===== config.mk =====
export PLATFORM = sky130hd
export DESIGN_NAME = pid_servo_angle_regulator_core_flat
export DESIGN_NICKNAME = d
export VERILOG_FILES = /design/src/rtl/psar_pkg.sv /design/src/rtl/psar_if.sv /design/src/rtl/psar_error.sv /design/src/rtl/psar_duty.sv /design/src/rtl/pid_servo_angle_regulator_core.sv /design/src/flat_wrapper.sv
export VERILOG_INCLUDE_DIRS = /design/src /design/src/rtl
export SDC_FILE = /design/constraint.sdc
export NUM_CORES = 2
export LEC_CHECK = 0
export BUFFER_PORTS_ARGS = -buffer_cell sky130_fd_sc_hd__buf_2
export CAP_MARGIN = 30
export CORE_UTILIZATION = 50
export CTS_BUF_LIST = sky130_fd_sc_hd__clkbuf_16
export CTS_CLUSTER_DIAMETER = 100
export DETAILED_ROUTE_END_ITERATION = 10
export MAX_ROUTING_LAYER = met4
export PLACE_DENSITY = 0.73
export REMOVE_ABC_BUFFERS = 1
export SLEW_MARGIN = 20
export SYNTH_ARGS = -nofsm -noshare
export SYNTH_HDL_FRONTEND = slang
export SYNTH_SLANG_ARGS = --single-unit

===== constraint.sdc =====
create_clock -name clk -period 43.5 [get_ports clk]
set_clock_uncertainty 0.05 [all_clocks]
set_input_delay 2.175 -clock clk [delete_from_list [all_inputs] [get_ports clk]]
set_output_delay 2.175 -clock clk [all_outputs]
set_load 0.05 [all_outputs]

===== src/rtl/pid_servo_angle_regulator_core_defines.svh =====
// Assertion macros shared by the servo regulator RTL.
`ifndef PID_SERVO_ANGLE_REGULATOR_CORE_DEFINES_SVH
`define PID_SERVO_ANGLE_REGULATOR_CORE_DEFINES_SVH

`ifndef SYNTHESIS
// Check a condition at every clock edge outside reset
`define PSAR_ASSERT_HOLDS(lbl, cond, msg) \
  lbl: assert property (@(posedge clk) disable iff (!rst_n) (cond)) else $error(msg);
// Check a consequence in the cycle after its trigger
`define PSAR_ASSERT_NEXT(lbl, ante, cons, msg) \
  lbl: assert property (@(posedge clk) disable iff (!rst_n) (ante) |=> (cons)) \
    else $error(msg);
`else
`define PSAR_ASSERT_HOLDS(lbl, cond, msg)
`define PSAR_ASSERT_NEXT(lbl, ante, cons, msg)
`endif

`endif


===== src/rtl/psar_pkg.sv =====
// Types, constants and helper functions of the servo angle regulator.
package psar_pkg;

  // Fixed field widths
  localparam int GAIN_W      = 16;
  localparam int ANGLE_OUT_W = 16;
  localparam int DUTY_OUT_W  = 12;
  localparam int CMP_W       = 13;
  localparam int INTEG_W     = 13;
  localparam int CFG_IDX_W   = 2;
  localparam int CFG_DATA_W  = 16;

  // Fixed-point constants
  localparam int FRAC_BITS     = 8;
  localparam int TRUNC_BIAS    = (1 << FRAC_BITS) - 1;
  localparam int ANGLE_STEP    = 45;
  localparam int ANGLE_OFFSET  = 23040;
  localparam int INTEG_LIMIT   = 2560;
  localparam int PULSE_BASE    = 3000;

  // Configuration register indexes
  typedef enum logic [CFG_IDX_W-1:0] {
    REG_TARGET = 2'd0,
    REG_GAIN_P = 2'd1,
    REG_GAIN_I = 2'd2,
    REG_GAIN_D = 2'd3
  } cfg_reg_t;

  // Signed width that holds the converted angle for a given sample width
  function automatic int angle_width(input int sample_bits);
    return (sample_bits + 7 > ANGLE_OUT_W) ? sample_bits + 7 : ANGLE_OUT_W;
  endfunction

endpackage


===== src/rtl/psar_if.sv =====
// Stream interfaces for sample words in and duty words out.
interface psar_in_if #(
  parameter int SAMPLE_BITS = 10
) ();
  logic                   valid;
  logic                   ready;
  logic [SAMPLE_BITS-1:0] adc_sample;

  modport source (output valid, output adc_sample, input ready);
  modport sink   (input valid, input adc_sample, output ready);
endinterface

interface psar_out_if import psar_pkg::*; ();
  logic                          valid;
  logic                          ready;
  logic        [DUTY_OUT_W-1:0]  drive_duty;
  logic        [CMP_W-1:0]       compare_count;
  logic signed [ANGLE_OUT_W-1:0] measured_angle;

  modport source (output valid, output drive_duty, output compare_count,
                  output measured_angle, input ready);
  modport sink   (input valid, input drive_duty, input compare_count,
                  input measured_angle, output ready);
endinterface


===== src/rtl/psar_error.sv =====
// Sample to angle conversion, error, clamped integral and error difference.
module psar_error import psar_pkg::*; #(
  parameter int SAMPLE_BITS = 10
) (
  input  logic        [SAMPLE_BITS-1:0]                    sample,
  input  logic signed [GAIN_W-1:0]                         target,
  input  logic signed [INTEG_W-1:0]                        integ_q,
  input  logic signed [angle_width(SAMPLE_BITS):0]         err_q,
  output logic signed [angle_width(SAMPLE_BITS)-1:0]       angle,
  output logic signed [angle_width(SAMPLE_BITS):0]         err,
  output logic signed [INTEG_W-1:0]                        integ_nxt,
  output logic signed [angle_width(SAMPLE_BITS)+1:0]       derr
);

  localparam int ANG_W  = angle_width(SAMPLE_BITS);
  localparam int ERR_W  = ANG_W + 1;
  localparam int DIFF_W = ERR_W + 1;
  localparam int IS_W   = ERR_W + 1;

  localparam logic signed [IS_W-1:0] LIM_HI = IS_W'(INTEG_LIMIT);
  localparam logic signed [IS_W-1:0] LIM_LO = -LIM_HI;

  logic signed [IS_W-1:0] isum;

  // Convert the raw reading to Q8 degrees
  assign angle = ANG_W'(signed'({1'b0, sample}) * ANGLE_STEP) - ANG_W'(ANGLE_OFFSET);

  // Form the error and its change since the last word
  assign err  = ERR_W'(target) - ERR_W'(angle);
  assign derr = DIFF_W'(err) - DIFF_W'(err_q);

  // Add to the integral and clamp to the limit
  assign isum = IS_W'(integ_q) + IS_W'(err);

  always_comb begin
    priority if (isum > LIM_HI) begin
      integ_nxt = INTEG_W'(LIM_HI);
    end else if (isum < LIM_LO) begin
      integ_nxt = INTEG_W'(LIM_LO);
    end else begin
      integ_nxt = INTEG_W'(isum);
    end
  end

endmodule


===== src/rtl/psar_duty.sv =====
// Term sum, truncation toward zero and saturating duty accumulation.
module psar_duty import psar_pkg::*; #(
  parameter int TERM_W = 26,
  parameter int ACC_W  = 12,
  parameter int DUTY_SPAN = 3000
) (
  input  logic signed [TERM_W-1:0] p_term,
  input  logic signed [TERM_W-1:0] i_term,
  input  logic signed [TERM_W-1:0] d_term,
  input  logic        [ACC_W-1:0]  acc_q,
  output logic        [ACC_W-1:0]  duty_nxt
);

  localparam int SUM_W = TERM_W + 2;
  localparam logic signed [SUM_W-1:0] SPAN_S = SUM_W'(DUTY_SPAN);
  localparam logic signed [SUM_W-1:0] ZERO_S = '0;

  logic signed [SUM_W-1:0] total;
  logic signed [SUM_W-1:0] whole;
  logic signed [SUM_W-1:0] dsum;

  // Sum the three Q8 terms
  assign total = SUM_W'(p_term) + SUM_W'(i_term) + SUM_W'(d_term);

  // Drop the fraction, rounding toward zero
  assign whole = (total + ((total < ZERO_S) ? SUM_W'(TRUNC_BIAS) : ZERO_S)) >>> FRAC_BITS;

  // Advance the duty value and saturate
  assign dsum = signed'(SUM_W'(acc_q)) + whole;

  always_comb begin
    priority if (dsum < ZERO_S) begin
      duty_nxt = '0;
    end else if (dsum > SPAN_S) begin
      duty_nxt = ACC_W'(SPAN_S);
    end else begin
      duty_nxt = ACC_W'(dsum);
    end
  end

endmodule


===== src/rtl/pid_servo_angle_regulator_core.sv =====
// Top level of the PID servo angle regulator with clamped integral.
// Takes one position sample word per clock and returns one duty word per sample:
// the saturated duty (0..DUTY_SPAN), the servo compare count (3000 plus duty) and
// the measured angle in Q8 degrees. A word sits in the input register, and the
// angle, error, clamped integral, the three gain products, the term sum and the
// duty saturation are all worked out combinationally from there into the result
// register, which loads it once that register is empty or being read. A new sample is
// taken every clock while the output side keeps up. The input register holds only
// while it is full and the result register is full and not taken, so at most two
// words are in flight. The user must write gains and the setpoint through the cfg
// port only while no word is in flight (not enforced); control registers reset to zero.
`include "pid_servo_angle_regulator_core_defines.svh"

module pid_servo_angle_regulator_core import psar_pkg::*; #(
  parameter int SAMPLE_BITS = 10,
  parameter int DUTY_SPAN   = 3000
) (
  input  logic                  clk,
  input  logic                  rst_n,
  psar_in_if.sink               in_ch,
  psar_out_if.source            out_ch,
  input  logic                  cfg_we,
  input  logic [CFG_IDX_W-1:0]  cfg_index,
  input  logic [CFG_DATA_W-1:0] cfg_wdata
);

  localparam int ANG_W  = angle_width(SAMPLE_BITS);
  localparam int ERR_W  = ANG_W + 1;
  localparam int DIFF_W = ERR_W + 1;
  localparam int P_W    = GAIN_W + ERR_W;
  localparam int I_W    = GAIN_W + INTEG_W;
  localparam int D_W    = GAIN_W + DIFF_W;
  localparam int TERM_W = D_W - FRAC_BITS;
  localparam int ACC_W  = $clog2(DUTY_SPAN + 1);

  localparam logic signed [INTEG_W-1:0] INTEG_HI = INTEG_W'(INTEG_LIMIT);
  localparam logic signed [INTEG_W-1:0] INTEG_LO = -INTEG_HI;

  // Configuration registers
  logic signed [GAIN_W-1:0] target_r;
  logic signed [GAIN_W-1:0] gain_p_r;
  logic signed [GAIN_W-1:0] gain_i_r;
  logic signed [GAIN_W-1:0] gain_d_r;

  // Register valids and enables
  logic v_a_r;
  logic out_valid_r;
  logic en_a;
  logic en_d;
  logic take_word;

  // Input register
  logic [SAMPLE_BITS-1:0] sample_r;

  // Error state
  logic signed [ANG_W-1:0]   angle_nxt;
  logic signed [ERR_W-1:0]   err_nxt;
  logic signed [INTEG_W-1:0] integ_nxt;
  logic signed [DIFF_W-1:0]  derr_nxt;
  logic signed [ERR_W-1:0]   err_r;
  logic signed [INTEG_W-1:0] integ_r;

  // Gain products
  logic signed [P_W-1:0]     p_full;
  logic signed [I_W-1:0]     i_full;
  logic signed [D_W-1:0]     d_full;
  logic signed [TERM_W-1:0]  p_term;
  logic signed [TERM_W-1:0]  i_term;
  logic signed [TERM_W-1:0]  d_term;

  // Result register
  logic [ACC_W-1:0]          duty_acc_r;
  logic [ACC_W-1:0]          duty_nxt;
  logic [CMP_W-1:0]          cmp_r;
  logic signed [ANGLE_OUT_W-1:0] angle_d_r;

  // Write configuration registers
  always_ff @(posedge clk) begin
    if (!rst_n) begin
      target_r <= '0;
      gain_p_r <= '0;
      gain_i_r <= '0;
      gain_d_r <= '0;
    end else if (cfg_we) begin
      unique case (cfg_reg_t'(cfg_index))
        REG_TARGET: target_r <= signed'(cfg_wdata);
        REG_GAIN_P: gain_p_r <= signed'(cfg_wdata);
        REG_GAIN_I: gain_i_r <= signed'(cfg_wdata);
        REG_GAIN_D: gain_d_r <= signed'(cfg_wdata);
        default: ;
      endcase
    end
  end

  // Advance each register when it is empty or the next one moves
  assign en_d = !out_valid_r || out_ch.ready;
  assign en_a = !v_a_r || en_d;
  assign in_ch.ready = en_a;
  assign take_word = en_d && v_a_r;

  always_ff @(posedge clk) begin
    if (!rst_n) begin
      v_a_r       <= 1'b0;
      out_valid_r <= 1'b0;
    end else begin
      if (en_a) v_a_r       <= in_ch.valid;
      if (en_d) out_valid_r <= v_a_r;
    end
  end

  // Capture the sample word
  always_ff @(posedge clk) begin
    if (en_a && in_ch.valid) begin
      sample_r <= in_ch.adc_sample;
    end
  end

  psar_error #(
    .SAMPLE_BITS (SAMPLE_BITS)
  ) u_error (
    .sample    (sample_r),
    .target    (target_r),
    .integ_q   (integ_r),
    .err_q     (err_r),
    .angle     (angle_nxt),
    .err       (err_nxt),
    .integ_nxt (integ_nxt),
    .derr      (derr_nxt)
  );

  // Multiply by the Q8.8 gains and drop the fraction bits
  assign p_full = P_W'(gain_p_r) * P_W'(err_nxt);
  assign i_full = I_W'(gain_i_r) * I_W'(integ_nxt);
  assign d_full = D_W'(gain_d_r) * D_W'(derr_nxt);

  assign p_term = TERM_W'(p_full >>> FRAC_BITS);
  assign i_term = TERM_W'(i_full >>> FRAC_BITS);
  assign d_term = TERM_W'(d_full >>> FRAC_BITS);

  psar_duty #(
    .TERM_W    (TERM_W),
    .ACC_W     (ACC_W),
    .DUTY_SPAN (DUTY_SPAN)
  ) u_duty (
    .p_term   (p_term),
    .i_term   (i_term),
    .d_term   (d_term),
    .acc_q    (duty_acc_r),
    .duty_nxt (duty_nxt)
  );

  // Update integral, previous error and duty with each word
  always_ff @(posedge clk) begin
    if (!rst_n) begin
      err_r      <= '0;
      integ_r    <= '0;
      duty_acc_r <= '0;
    end else if (take_word) begin
      err_r      <= err_nxt;
      integ_r    <= integ_nxt;
      duty_acc_r <= duty_nxt;
    end
  end

  // Hold the result word
  always_ff @(posedge clk) begin
    if (take_word) begin
      cmp_r     <= CMP_W'(int'(duty_nxt) + PULSE_BASE);
      angle_d_r <= ANGLE_OUT_W'(angle_nxt);
    end
  end

  assign out_ch.valid          = out_valid_r;
  assign out_ch.drive_duty     = DUTY_OUT_W'(duty_acc_r);
  assign out_ch.compare_count  = cmp_r;
  assign out_ch.measured_angle = angle_d_r;

  // Checks
  `PSAR_ASSERT_HOLDS(a_duty_range, duty_acc_r <= ACC_W'(DUTY_SPAN), "duty beyond span")
  `PSAR_ASSERT_HOLDS(a_integ_range, (integ_r <= INTEG_HI) && (integ_r >= INTEG_LO), "clamp")
  `PSAR_ASSERT_NEXT(a_state_hold, !take_word, $stable(integ_r) && $stable(err_r), "state moved")
  `PSAR_ASSERT_NEXT(a_out_fill, take_word, out_valid_r, "result word lost on its way out")

endmodule


===== src/flat_wrapper.sv =====
// flat-port wrapper written by rule: the top's interface ports become plain ports
module pid_servo_angle_regulator_core_flat import psar_pkg::*;
#(
  parameter int SAMPLE_BITS = 10,
  parameter int DUTY_SPAN   = 3000
)
  (clk, rst_n, cfg_we, cfg_index, cfg_wdata, in_ch_valid, in_ch_adc_sample, in_ch_ready, out_ch_valid, out_ch_drive_duty, out_ch_compare_count, out_ch_measured_angle, out_ch_ready);
  psar_in_if #(.SAMPLE_BITS(SAMPLE_BITS)) in_ch_i ();
  psar_out_if out_ch_i ();
  input  logic clk;
  input  logic rst_n;
  input  logic cfg_we;
  input  logic [CFG_IDX_W-1:0] cfg_index;
  input  logic [CFG_DATA_W-1:0] cfg_wdata;
  input wire logic [$bits(in_ch_i.valid)-1:0] in_ch_valid;
  input wire logic [$bits(in_ch_i.adc_sample)-1:0] in_ch_adc_sample;
  output wire logic [$bits(in_ch_i.ready)-1:0] in_ch_ready;
  output wire logic [$bits(out_ch_i.valid)-1:0] out_ch_valid;
  output wire logic [$bits(out_ch_i.drive_duty)-1:0] out_ch_drive_duty;
  output wire logic [$bits(out_ch_i.compare_count)-1:0] out_ch_compare_count;
  output wire logic [$bits(out_ch_i.measured_angle)-1:0] out_ch_measured_angle;
  input wire logic [$bits(out_ch_i.ready)-1:0] out_ch_ready;
  assign in_ch_i.valid = in_ch_valid;
  assign in_ch_i.adc_sample = in_ch_adc_sample;
  assign in_ch_ready = in_ch_i.ready;
  assign out_ch_valid = out_ch_i.valid;
  assign out_ch_drive_duty = out_ch_i.drive_duty;
  assign out_ch_compare_count = out_ch_i.compare_count;
  assign out_ch_measured_angle = out_ch_i.measured_angle;
  assign out_ch_i.ready = out_ch_ready;
  pid_servo_angle_regulator_core #(.SAMPLE_BITS(SAMPLE_BITS), .DUTY_SPAN(DUTY_SPAN)) u_core (.clk(clk), .rst_n(rst_n), .in_ch(in_ch_i), .out_ch(out_ch_i), .cfg_we(cfg_we), .cfg_index(cfg_index), .cfg_wdata(cfg_wdata));
endmodule

==> reports/results.txt <==
Total grt overflow - 0
FF+latch count, synth - 148
CTS H-tree depth - 4
Register area share after synthesis - 8.20%
I/O pins - 76
Layout cells sized above 1 - 5.13%
Wirelength per Cell - 18.6 µm
Final Core Density - 53.4%
Minimum clock period - 22.58 ns
Worst hold path type - register to register
Vias per cell - 5.50
Cell Area, Synth - 40900 µm²
Tightest Pin Transition - 1.01 ns
Average cell area after synthesis - 8.92 µm²
DRT iter0 DRCs - 2183
Hold violation count in the final report - 0
Vias in the first global route - 32000
WS Path Type - register to register
Critical-path maximum fanout - 19
NumNets Final - 5800
Cts hold-fix bufs - 0
Met3 Use GR - 3.73%
Met2 usage - 43.7%
Most common cell after layout, fill and taps aside - inv_1
First-pass GRT wire length - 172000 µm
CP dominant cell by count - ha_1
Core ar. - 80700 µm²
Root buf cell - clkbuf_16
Async SR Flop Fraction - 0%
Max Root-Sink Buffers - 2
Initial Utilization - 50.7%
CTS Sinks - 148
Chip Width - 288 µm
CTS tree - yes
Highest-count cells in the layout ignoring fill and taps - inv_1, fa_1, nand2_1
Final-report max-slew violation count - 0
Residual DRC - 0
Router iterations before antenna repair - 5
Initial antenna violation count - 3
Syn. warnings - 0
Via count - 31000
Status - finished, final reports clean
Critical Path Sink Type - register
Netlist cell types - 93
Final HPWL from detailed placement - 84200 µm
Largest net degree at the start of global routing - 57
Ys flop type - dfxtp_1
Worst hold margin - 0.416 ns
Chip height - 288 µm
Die area - 82900 µm²
Slew margin rel. - 32.7%
Routed Wire Length - 105000 µm
Setup TNS - 0 ns
Post-CTS setup buffer count - 0
Slowest stage delay, CP - 0.75 ns
Crit path launch type - register
EDFF count, synth - 39
Total track usage - 27.4%
Max stage delay cell, worst path - a2111oi_0
Post-CTS Resized - 0
CTS buffer count - 17
Top achievable clock speed - 0.0443 GHz
Tcrit/Tclk final - 51.9%
Clk_lat worst skew - 0.48 ns
Clk pin slew, worst setup/hold paths - 0.07 ns
Final ANT Viol Nets - 0
Port buffer count - 75
Setup violations, final - 0
Unrepaired setup endpoints after global routing - no
Max Cap Violations - 0
Critical path arrival - 22.76 ns
Row count - 104
Area growth, synth to finish - 5.34%
WP data required - 43.67 ns
Met1 Usage GRT - 35.7%
Most used routing layer in global routing - met2
Gate Count Post-Synth - 4583
Gpl congestion - 0.957
## cell type report
| type | count | area [µm²] |
|---|---|---|
| clock inverter | 15 | 131 |
| timing repair buffer | 143 | 917 |
| multi-input combinational | 3353 | 33500 |
| antenna | 1 | 2.50 |
| tap | 1060 | 1330 |
| fill | 7281 | 37600 |
| clock buffer | 17 | 425 |
| inverter | 902 | 3390 |
| sequential | 148 | 3350 |
## synthesized netlist by cell type, types with 5 or more instances
master | instances | area (µm²)
clkbuf_1 | 169 | 634
o31ai_1 | 15 | 113
a211oi_1 | 16 | 120
o21bai_1 | 21 | 158
a21o_1 | 43 | 323
and3_1 | 18 | 113
ha_1 | 367 | 4590
and2_1 | 294 | 1840
nor3_1 | 37 | 185
a21boi_0 | 103 | 773
nor3b_1 | 8 | 60.1
o211ai_1 | 12 | 90.1
a31oi_1 | 19 | 119
a41o_1 | 5 | 50.1
nand2b_1 | 40 | 250
dfxtp_1 | 109 | 2180
or2_2 | 15 | 93.8
inv_1 | 901 | 3380
xnor2_1 | 121 | 1060
edfxtp_1 | 39 | 1170
nand3_1 | 45 | 225
o21ai_0 | 69 | 345
nor2_1 | 157 | 589
nor2b_1 | 59 | 369
xor2_1 | 47 | 412
mux2i_1 | 6 | 60.1
o21ai_1 | 6 | 30.0
nand2_1 | 707 | 2650
or3_1 | 13 | 81.3
a21oi_1 | 105 | 526
nand4_1 | 18 | 113
o21a_1 | 33 | 248
buf_2 | 5 | 25.0
fa_1 | 835 | 16700
o211a_1 | 10 | 100
## state kept, by name, summed over array words and instances (netlist names)
name	cells
u_core.v_a_r	1
u_core.out_ch.drive_duty	12
u_core.sample_r	10
u_core.out_ch.compare_count	13
u_core.out_ch.valid	1
u_core.err_r	18
u_core.gain_d_r	16
u_core.gain_p_r	16
u_core.integ_r	13
u_core.out_ch.measured_angle	16
u_core.gain_i_r	16
u_core.target_r	16
## per-stage QoR
| step | std cells | worst slack [ns] | instance area [µm²] |
|---|---|---|---|
| after floorplan | 4403 | 22.86 | 40200 |
| after global placement | 5599 | 21.53 | 42400 |
| after detailed placement | 5604 | 21.18 | 42500 |
| after CTS | 5636 | 21.05 | 43000 |
| after global routing | 5639 | 19.33 | 43100 |
| final | 5639 | 20.92 | 43100 |
## worst paths after layout
| path | startpoint | to | slack [ns] | cells after the start |
|---|---|---|---|---|
| hold reg to reg | u_core.err_r[11] | u_core.err_r[11] | 0.42 | 2 |
| hold / removal | u_core.err_r[11] | u_core.err_r[11] | 0.42 | 2 |
| setup reg to reg | u_core.sample_r[0] | u_core.out_ch.compare_count[12] | 20.92 | 87 |
| setup / recovery | u_core.sample_r[0] | u_core.out_ch.compare_count[12] | 20.92 | 87 |
## kinds of logic after synthesis
logic type                 share of synthesized area [%]
adders and majority gates                           52.2
buffers and inverters                               10.0
AOI/OAI and AO/OA                                   8.93
xor gates and xnor gates                            3.64
muxes                                              0.257
DFF                                                 8.20
and+or+nand+nor                                     16.8
## per-layer routing
metal  share of wire, %  up-vias
li1                   -    14100
met1                 41    15600
met2                 48     1090
met3                7.0      204
met4                3.8        0
met5                  0        -
## worst max-delay path, delay by kind of cell (launching register included)
kind                     cells  cell delay (ns)
adder cells (fa/ha/maj)     20             7.24
multiplexers                 1             0.19
flip-flops                   1             0.46
XOR/XNOR                     4             1.12
AO/OA/AOI/OAI               30             7.48
AND/OR/NAND/NOR             19             4.31
buffers and inverters       13             1.47
Power is not shown: default switching activity piles up to over one toggle a cycle in this logic, so the estimate is an artifact.
